<file path="src/sqs_pkg.sv">
// Shared types, constants and helper functions for the scale quantizer.
// Used by sqs_cfg_regs, sqs_snap and scale_quantizer_snap_core; depends on nothing.
package sqs_pkg;

  localparam int unsigned NoteWidth   = 7;
  localparam int unsigned PitchWidth  = 4;
  localparam int unsigned KindWidth   = 4;
  localparam int unsigned MaskWidth   = 12;
  localparam int unsigned CfgIdxWidth = 1;
  localparam int unsigned CfgWidth    = 4;
  localparam int unsigned SearchSpan  = 6;
  localparam int unsigned WinWidth    = 2 * SearchSpan + 1;
  localparam logic [NoteWidth-1:0] NoteMax = 7'd127;

  typedef logic [NoteWidth-1:0]  note_t;
  typedef logic [PitchWidth-1:0] pitch_t;
  typedef logic [KindWidth-1:0]  kind_t;
  typedef logic [MaskWidth-1:0]  mask_t;

  typedef enum logic [CfgIdxWidth-1:0] {
    CFG_ROOT = 1'b0,
    CFG_KIND = 1'b1
  } cfg_idx_t;

  typedef enum logic [KindWidth-1:0] {
    KIND_CHROMATIC   = 4'd0,
    KIND_MAJOR       = 4'd1,
    KIND_NAT_MINOR   = 4'd2,
    KIND_HARM_MINOR  = 4'd3,
    KIND_MEL_MINOR   = 4'd4,
    KIND_DORIAN      = 4'd5,
    KIND_PHRYGIAN    = 4'd6,
    KIND_LYDIAN      = 4'd7,
    KIND_MIXOLYDIAN  = 4'd8,
    KIND_LOCRIAN     = 4'd9,
    KIND_PENTA_MAJOR = 4'd10,
    KIND_PENTA_MINOR = 4'd11,
    KIND_BLUES       = 4'd12,
    KIND_WHOLE_TONE  = 4'd13,
    KIND_UNDEF_A     = 4'd14,
    KIND_UNDEF_B     = 4'd15
  } scale_kind_t;

  typedef struct packed {
    pitch_t root;
    kind_t  kind;
  } scale_cfg_t;

  // Degree mask of each scale kind; bit d set means degree d is in the scale.
  function automatic mask_t kind_mask(input kind_t kind);
    mask_t m;
    case (scale_kind_t'(kind))
      KIND_CHROMATIC:   m = 12'hFFF;
      KIND_MAJOR:       m = 12'hAB5;
      KIND_NAT_MINOR:   m = 12'h5AD;
      KIND_HARM_MINOR:  m = 12'h9AD;
      KIND_MEL_MINOR:   m = 12'hAAD;
      KIND_DORIAN:      m = 12'h6AD;
      KIND_PHRYGIAN:    m = 12'h5AB;
      KIND_LYDIAN:      m = 12'hAD5;
      KIND_MIXOLYDIAN:  m = 12'h6B5;
      KIND_LOCRIAN:     m = 12'h56B;
      KIND_PENTA_MAJOR: m = 12'h295;
      KIND_PENTA_MINOR: m = 12'h4A9;
      KIND_BLUES:       m = 12'h4E9;
      KIND_WHOLE_TONE:  m = 12'h555;
      default:          m = 12'hFFF;
    endcase
    return m;
  endfunction

  // Pitch class of a note: the quotient comes from a reciprocal multiply,
  // which is exact for every seven-bit note.
  function automatic pitch_t note_pitch(input note_t n);
    logic [12:0] prod;
    logic [3:0]  quo;
    logic [7:0]  sub;
    prod = {6'd0, n} * 13'd43;
    quo  = prod[12:9];
    sub  = {4'd0, quo} * 8'd12;
    return pitch_t'({1'b0, n} - sub);
  endfunction

endpackage

</file>
<file path="src/scale_quantizer_snap_core.sv">
// Top level of the scale quantizer: input register, snap logic and result register.
// Depends on sqs_pkg, sqs_cfg_regs and sqs_snap.
//
// One note is taken on every cycle in which start is high; busy is high only
// during reset. Each item gives exactly one result, shown for a single cycle
// with done high; the receiver cannot stall, so results must be captured on
// that cycle. The item passes through the input register and then the result
// register around the snap logic. Configuration should be written only
// while no item is in flight.
module scale_quantizer_snap_core (
  input  logic                             clk,
  input  logic                             rst,
  input  logic                             start,
  output logic                             busy,
  input  logic [6:0]                       note_number,
  output logic                             done,
  output logic [6:0]                       snapped_note,
  output logic                             was_in_scale,
  input  logic                             cfg_write,
  input  logic [sqs_pkg::CfgIdxWidth-1:0]  cfg_index,
  input  logic [sqs_pkg::CfgWidth-1:0]     cfg_data
);

  sqs_pkg::scale_cfg_t scale_cfg;
  sqs_pkg::note_t      note_q;
  logic                valid_q;
  sqs_pkg::note_t      snapped_next;
  logic                in_scale_next;

  assign busy = rst;

  sqs_cfg_regs u_cfg (
    .clk       (clk),
    .rst       (rst),
    .cfg_write (cfg_write),
    .cfg_index (cfg_index),
    .cfg_data  (cfg_data),
    .scale_cfg (scale_cfg)
  );

  always_ff @(posedge clk) begin
    if (rst) begin
      valid_q <= 1'b0;
    end else begin
      valid_q <= start && !busy;
    end
  end

  always_ff @(posedge clk) begin
    if (start && !busy) begin
      note_q <= note_number;
    end
  end

  sqs_snap u_snap (
    .scale_cfg (scale_cfg),
    .note      (note_q),
    .snapped   (snapped_next),
    .in_scale  (in_scale_next)
  );

  always_ff @(posedge clk) begin
    if (rst) begin
      done <= 1'b0;
    end else begin
      done <= valid_q;
    end
  end

  always_ff @(posedge clk) begin
    if (valid_q) begin
      snapped_note <= snapped_next;
      was_in_scale <= in_scale_next;
    end
  end

  a_result_follows_item: assert property (@(posedge clk) disable iff (rst)
    (start && !busy) |=> ##1 done)
    else $error("accepted item produced no result");

  a_no_spurious_result: assert property (@(posedge clk) disable iff (rst)
    done |-> $past(valid_q))
    else $error("result without a registered item");

  a_in_scale_passes: assert property (@(posedge clk) disable iff (rst)
    (done && was_in_scale) |-> snapped_note == $past(note_q))
    else $error("in-scale note was altered");

  a_snap_distance: assert property (@(posedge clk) disable iff (rst)
    done |-> ((snapped_note >= $past(note_q) ? snapped_note - $past(note_q)
                                              : $past(note_q) - snapped_note) <= 7'd6))
    else $error("snapped note too far from input");

endmodule

</file>
<file path="src/sqs_cfg_regs.sv">
// Configuration registers of the scale quantizer: root pitch class and scale kind.
// Depends on sqs_pkg.
module sqs_cfg_regs (
  input  logic                             clk,
  input  logic                             rst,
  input  logic                             cfg_write,
  input  logic [sqs_pkg::CfgIdxWidth-1:0]  cfg_index,
  input  logic [sqs_pkg::CfgWidth-1:0]     cfg_data,
  output sqs_pkg::scale_cfg_t              scale_cfg
);

  sqs_pkg::pitch_t root;
  sqs_pkg::kind_t  kind;

  always_ff @(posedge clk) begin
    if (rst) begin
      root <= '0;
      kind <= '0;
    end else if (cfg_write) begin
      case (sqs_pkg::cfg_idx_t'(cfg_index))
        sqs_pkg::CFG_ROOT: root <= cfg_data;
        sqs_pkg::CFG_KIND: kind <= cfg_data;
        default: ;
      endcase
    end
  end

  assign scale_cfg.root = root;
  assign scale_cfg.kind = kind;

endmodule

</file>
<file path="src/sqs_snap.sv">
// Combinational snap of one note to the configured scale.
// Depends on sqs_pkg.
module sqs_snap (
  input  sqs_pkg::scale_cfg_t scale_cfg,
  input  sqs_pkg::note_t      note,
  output sqs_pkg::note_t      snapped,
  output logic                in_scale
);

  sqs_pkg::mask_t                       mask;
  sqs_pkg::pitch_t                      root_pc;
  sqs_pkg::pitch_t                      note_pc;
  logic [sqs_pkg::PitchWidth:0]         diff;
  sqs_pkg::pitch_t                      degree;
  logic [3*sqs_pkg::MaskWidth-1:0]      triple;
  logic [3*sqs_pkg::MaskWidth-1:0]      shifted;
  logic [sqs_pkg::WinWidth-1:0]         win;
  logic                                 found;
  sqs_pkg::note_t                       pick;

  always_comb begin
    mask    = sqs_pkg::kind_mask(scale_cfg.kind);
    root_pc = (scale_cfg.root >= 4'd12) ? scale_cfg.root - 4'd12 : scale_cfg.root;
    note_pc = sqs_pkg::note_pitch(note);
    diff    = {1'b0, note_pc} - {1'b0, root_pc};
    degree  = diff[sqs_pkg::PitchWidth] ? diff[3:0] + 4'd12 : diff[3:0];
    // Window bit i tells whether the note at offset i - SearchSpan is in the scale.
    triple  = {mask, mask, mask};
    shifted = triple >> (6'(degree) + 6'(sqs_pkg::SearchSpan));
    win     = shifted[sqs_pkg::WinWidth-1:0];
  end

  always_comb begin
    found = 1'b0;
    pick  = note;
    for (int d = 1; d <= sqs_pkg::SearchSpan; d++) begin
      if (!found && win[sqs_pkg::SearchSpan-d] && note >= 7'(d)) begin
        found = 1'b1;
        pick  = note - 7'(d);
      end
      if (!found && win[sqs_pkg::SearchSpan+d] && note <= sqs_pkg::NoteMax - 7'(d)) begin
        found = 1'b1;
        pick  = note + 7'(d);
      end
    end
  end

  assign in_scale = win[sqs_pkg::SearchSpan];
  assign snapped  = in_scale ? note : pick;

endmodule

</file>
<file path="config.mk">
export PLATFORM = sky130hd
export DESIGN_NAME = scale_quantizer_snap_core
export DESIGN_NICKNAME = d
export VERILOG_FILES = /design/src/sqs_pkg.sv /design/src/scale_quantizer_snap_core.sv /design/src/sqs_cfg_regs.sv /design/src/sqs_snap.sv
export SDC_FILE = /design/constraint.sdc
export NUM_CORES = 1
export LEC_CHECK = 0
export BUFFER_PORTS_ARGS = -buffer_cell sky130_fd_sc_hd__buf_2
export CORE_ASPECT_RATIO = 0.5
export CORE_MARGIN = 8
export CORE_UTILIZATION = 35
export DETAILED_ROUTE_END_ITERATION = 10
export SETUP_SLACK_MARGIN = 0.5
export SLEW_MARGIN = 10
export SYNTH_ARGS = -nofsm -noshare
export SYNTH_HDL_FRONTEND = slang
export SYNTH_HIERARCHICAL = 1
export SYNTH_SLANG_ARGS = --single-unit
</file>
<file path="constraint.sdc">
create_clock -name clk -period 16.1 [get_ports clk]
set_input_delay 0 -clock clk [delete_from_list [all_inputs] [get_ports clk]]
set_output_delay 0 -clock clk [all_outputs]
set_load 0.005 [all_outputs]
</file>
; Word-level counts from Yosys, hierarchy flattened
; Memory sizes are Yosys's and may differ from the RTL's. A register that Yosys moved wholly into a read port is not among the register bits.
; Cells that the tools add are included.
[word_totals]
n_memories = 1
out_inout_bits = 10
rom_bits = 176
input_bits = 16
register_bits = 25
[mem_list]
columns = memory, depth, width, rd, rd_ports_with_merged_regs, write_ports, line
row1 = (no name shown), 16, 11, 1, 1, 0, sqs_pkg.sv:52  ; case (scale_kind_t'(kind))
[op_classes]
n_bitwise = 1
shifts = 1
n_addsub = 17
order_cmp = 13
n_reduce_logical = 38
mul = 2
muxes = 28
[op_table]
columns = op, count
row1 = 2-to-1 mux 7 bit, 13
row2 = less-or-equal comparator 7 bit (second input constant), 6
row3 = right shift 36 x 6 -> 13 bit, 1
row4 = logical AND 1 bit, 24
row5 = adder 7 x 3 -> 7 bit (second input constant), 3
row6 = >= comparator 7 x 3 -> 1 bit (second input constant), 3
row7 = subtractor 7 x 3 -> 7 bit (second input constant), 3
row8 = 2-to-1 mux 4 bit, 4
row9 = adder 7 x 2 -> 7 bit (second input constant), 2
row10 = >= comparator 7 x 2 -> 1 bit (second input constant), 2
row11 = subtractor 7 x 2 -> 7 bit (second input constant), 2
row12 = multiplier 7 x 6 -> 13 bit (second input constant), 1
row13 = logical NOT 1 bit, 12
row14 = 2-to-1 mux 1 bit, 11
row15 = adder 7 x 1 -> 7 bit (second input constant), 1
row16 = >= comparator 7 x 1 -> 1 bit (second input constant), 1
row17 = subtractor 7 x 1 -> 7 bit (second input constant), 1
row18 = adder 4 x 3 -> 5 bit (second input constant), 1
row19 = subtractor 4 x 4 -> 5 bit, 1
row20 = adder 4 bit (second input constant), 1
row21 = >= comparator 4 bit (second input constant), 1
row22 = multiplier 4 x 2 -> 2 bit (second input constant), 1
row23 = AND reduction 2 bit, 2
row24 = subtractor 4 bit, 1
row25 = other kinds (2), 2

; Depth between registers and ports, before layout
[depth]
ltp_word = 55
depth_mapped = 36

; Cells and area by module
; The synthesis kept the hierarchy.
[by_module_without_submodules]
columns = module, n_inst, area_each_um2, cells_each
row1 = sqs_snap, 1, 4042.6, 586
row2 = scale_quantizer_snap_core, 1, 516.7, 21
row3 = sqs_cfg_regs, 1, 372.9, 33

; Least setup slack after synthesis
; OpenSTA, ideal clock, no wires.
[synth_path]
path_kind = reg-to-reg
from = reg note_q[3]
to = reg snapped_note[6] (data pin)
synth_period_minus_slack_ns = 7.147
arrival_ns = 6.892
setup_time_ns = 0.256
stages_incl_launch_ff = 34
required_ns = 15.844
path_slack_ns = 8.953
cell_sequence = edfxtp_1 clkbuf_1 inv_1 ha_1 ha_1 fa_1 ha_1 a41o_1 a21o_1 a21o_1 a21oi_1 nor2b_1 nor2_1 xnor2_1 ha_1 xnor2_1 xnor2_1 xnor2_1 xnor2_1 ha_1 a211o_1 a21o_1 nand2_1 clkbuf_1 nand2_1 a32o_1 a21oi_2 and4_4 buf_6 nand4_2 o32a_1 o21ai_1 o41ai_1 o211a_1
[synth_between]
elab_chain_len = 55
elab_cells_between_ends = 90
[synth_rtl]
columns = element, line
row1 = from (decl), scale_quantizer_snap_core.sv:25  ; sqs_pkg::note_t note_q;
row2 = from (signal assigned), scale_quantizer_snap_core.sv:51  ; note_q <= note_number;
row3 = multiplier 7 x 6 -> 13 bit, sqs_pkg.sv:78  ; prod = {6'd0, n} * 13'd43;
row4 = multiplier 4 x 2 -> 2 bit, sqs_pkg.sv:80  ; sub = {4'd0, quo} * 8'd12;
row5 = subtractor 4 bit, sqs_pkg.sv:81  ; return pitch_t'({1'b0, n} - sub);
row6 = subtractor 4 x 4 -> 5 bit, sqs_snap.sv:25  ; diff = {1'b0, note_pc} - {1'b0, root_pc};
row7 = adder 4 bit, sqs_snap.sv:26  ; degree = diff[sqs_pkg::PitchWidth] ? diff[3:0] + 4'd12 : diff[3:0];
row8 = 2-to-1 mux 4 bit, sqs_snap.sv:26
row9 = adder 4 x 3 -> 5 bit, sqs_snap.sv:29  ; shifted = triple >> (6'(degree) + 6'(sqs_pkg::SearchSpan));
row10 = right shift 36 x 6 -> 13 bit, sqs_snap.sv:29
row11 = [... 38 more ...], --
row12 = logical NOT 1 bit, sqs_snap.sv:37  ; if (!found && win[sqs_pkg::SearchSpan-d] && note >= 7'(d)) begin
row13 = logical AND 1 bit (2 in a row), sqs_snap.sv:37
row14 = 2-to-1 mux 1 bit, sqs_snap.sv:37
row15 = logical NOT 1 bit, sqs_snap.sv:41  ; if (!found && win[sqs_pkg::SearchSpan+d] && note <= sqs_pkg::NoteMax - 7'(d)) begin
row16 = logical AND 1 bit (2 in a row), sqs_snap.sv:41
row17 = 2-to-1 mux 7 bit, sqs_snap.sv:41
row18 = 2-to-1 mux 7 bit (*), sqs_snap.sv:49  ; assign snapped = in_scale ? note : pick;
row19 = via snapped_next[6], scale_quantizer_snap_core.sv:27  ; sqs_pkg::note_t snapped_next;
row20 = to (signal assigned), scale_quantizer_snap_core.sv:72  ; snapped_note <= snapped_next;
row21 = to (decl), scale_quantizer_snap_core.sv:17  ; output logic [6:0] snapped_note,
; The timed path passes the listed nets; every way through them passes the cells marked *.
; A chain may end at the register's enable or synchronous reset.

; Worst setup path after layout
[layout_path]
from = reg note_q[4]
to = reg snapped_note[5] (data pin)
; Same word-level chain as after synthesis.

==> summary.txt <==
Cells and area
  – Nets: 713
  – # diodes: 0
  – Most frequent cells in the layout: 60 x nand2_1, 47 x ha_1, 39 x inv_1, 39 x a21oi_1
  – Ratio of cells with drive above 1 in the final layout: 10.6%
  – Area growth syn-to-layout: 7.69%
  – Commonest non-fill, non-tap cell in the layout: nand2_1

Logic synthesis
  – Synth Warn #: 6
  – Synth Net Count: 710
  – Sequential element share of the synthesized area: 13.2%
  – Yosys cell types: 87
  – Ys flop type: edfxtp_1
  – Syn Area/Cell: 7.71 µm²
  – Post-synth EDFFs: 15
  – Post-synthesis cell area: 0.00493 mm²
  – Post-Syn Instances: 640
  – Async SR Flop Fraction: 0%
  – Synthesized flop and latch total: 25

STA
  – Relative slew slack: 40.8%
  – Fin. Hold Viols: 0
  – Fin crit share: 54.3%
  – Setup TNS Final: 0 ns
  – Post-layout min period: 8.74 ns
  – Slew @ Worst Pin: 0.888 ns
  – RSZ-0062 raised after global routing: no
  – Final setup vio count: 0
  – Worst Skew: 0.00671 ns
  – Maximum clock frequency: 114 MHz
  – Fin. max-slew vios: 0

Floorplan
  – Core ar.: 0.0137 mm²
  – Die height: 99.9 µm
  – Chip width: 184 µm
  – I/O pin count: 26
  – Row cnt: 30
  – Initial Util: 36.1%
  – Die Area: 0.0184 mm²

Clock tree
  – Setup Buffers After CTS: 0
  – Hold_buf cts: 9
  – Post_cts resized: 0
  – CTS tree: yes
  – Clock slew at reported path FFs: 0.08 ns
  – H-tree levels: 1
  – Clock sinks: 25
  – CTS Buffer Depth: 2
  – Worst-skew pair later-pin latency: 0.27 ns
  – Number of buffers created by CTS: 3
  – Root Buffer: clkbuf_16

Drt
  – Final ANT Viol Nets: 0
  – Initial DRC count: 371
  – Total number of vias: 5042
  – Total Wirelength: 16400 µm
  – Pre-antenna DRT Iters: 5
  – Average wire per standard cell: 19.7 µm
  – Vias per cell: 6.05
  – Residual DRC: 0

Global route
  – Largest net degree at the start of global routing: 27
  – Vias in the first global route: 4743
  – Antenna violations before repair: 0
  – Total gr overflow: 0
  – Total track usage: 17.5%
  – Global-route wire length before repair: 25900 µm

Hold path
  – Worst min path class: in -> reg

Critical path
  – Critical-path top delay cell: edfxtp_1
  – Crit Path Category: reg -> reg
  – Worst path required time: 16.14 ns
  – Maximum fanout along the worst path: 16
  – Crit. End Element: flip-flop
  – Highest cell delay on the worst timing path: 0.73 ns
  – Element type at the critical path start: flip-flop
  – CP arrival: 8.77 ns

Place
  – I/O Buffers: 25
  – DP HPWL: 12300 µm
  – GP Congestion: 0.982

Flow run
  – Number of max-cap violations: 0

Status
  – Outcome: finished clean
[through the flow]
step | area (µm²) | setup WS (ns) | util, % | cells | hold WS (ns)
after CTS | 5310 | 7.52 | 38.9 | 834 | 0.0150
after floorplan | 4930 | 8.95 | - | 640 | 0.0716
after global routing | 5310 | 6.91 | 38.9 | 834 | 0.0292
final | 5310 | 7.36 | 38.9 | 834 | 0.0218
after detailed placement | 5140 | 7.59 | 37.6 | 821 | 0.179
after global placement | 5140 | 7.60 | 37.6 | 821 | 0.177
[flip-flops by register name (all words and copies together) (netlist names)]
| name | flops |
|---|---|
| done | 1 |
| was_in_scale | 1 |
| u_cfg/kind | 4 |
| note_q | 7 |
| u_cfg/root | 4 |
| valid_q | 1 |
| snapped_note | 7 |
[critical path, delay by kind of cell (launching register included)]
family                   cells  cell delay [ns]
flip-flops                   1             0.73
AND/OR/NAND/NOR              5             0.92
XOR/XNOR                     5             0.70
buffers and inverters        1             0.42
adder cells (fa/ha/maj)      6             2.04
AO/OA/AOI/OAI               13             3.68
[cell type report]
class | count | area [µm²]
tap | 192 | 240
sequential | 25 | 651
clock inverter | 1 | 8.76
multi-input combinational | 530 | 3910
timing repair buffer | 41 | 268
inverter | 42 | 158
fill | 1448 | 8350
clock buffer | 3 | 75.1
[Yosys cell counts (7+ instances only)]
cell type  count  area (µm²)
mux2i_1       13         130
nor2_1        33         124
o21ai_0       30         150
nand2_1       60         225
nor2b_1       12        75.1
and2_1         9        56.3
nand2b_1      14        87.6
clkbuf_1      27         101
nand4_1        8        50.1
nand3_1       17        85.1
dfxtp_1       10         200
ha_1          47         588
o211ai_1      18         135
a21o_1         9        67.6
xnor2_1       33         289
nor3_1        15        75.1
inv_1         39         146
fa_1           7         140
a31oi_1       11        68.8
a21oi_1       39         195
a211oi_1       8        60.1
edfxtp_1      15         450
[final timing paths]
| kind | start | end | slack [ns] | depth (start not counted) |
|---|---|---|---|---|
| max reg2reg | note_q[4] | snapped_note[5] | 7.36 | 30 |
| min | cfg_data[2] | u_cfg/root[2] | 0.02 | 3 |
| min reg2reg | u_cfg/root[1] | u_cfg/root[1] | 0.48 | 2 |
| max | note_q[4] | snapped_note[5] | 7.36 | 30 |
[cells by family after synthesis]
kind of cell,Yosys count,share of synthesized area (%)
AO/OA/AOI/OAI,208,30.4
XOR/XNOR,36,6.39
adder cells (fa/ha/maj),54,14.8
buffers and inverters,85,7.61
flip-flops,25,13.2
multiplexers,22,5.38
AND/OR/NAND/NOR,210,22.2
[metal layers]
layer	part of all wire (%)	GRT usage, %	vias up
met5	0	0	-
met4	3.2	6.96	0
met3	7.7	3.39	44
met2	43	27.0	227
met1	46	23.6	2376
li1	-	-	2395
Power is left out: the tool's default activity adds up to more than one toggle a clock period on the data nets, which glitch-free logic cannot reach.
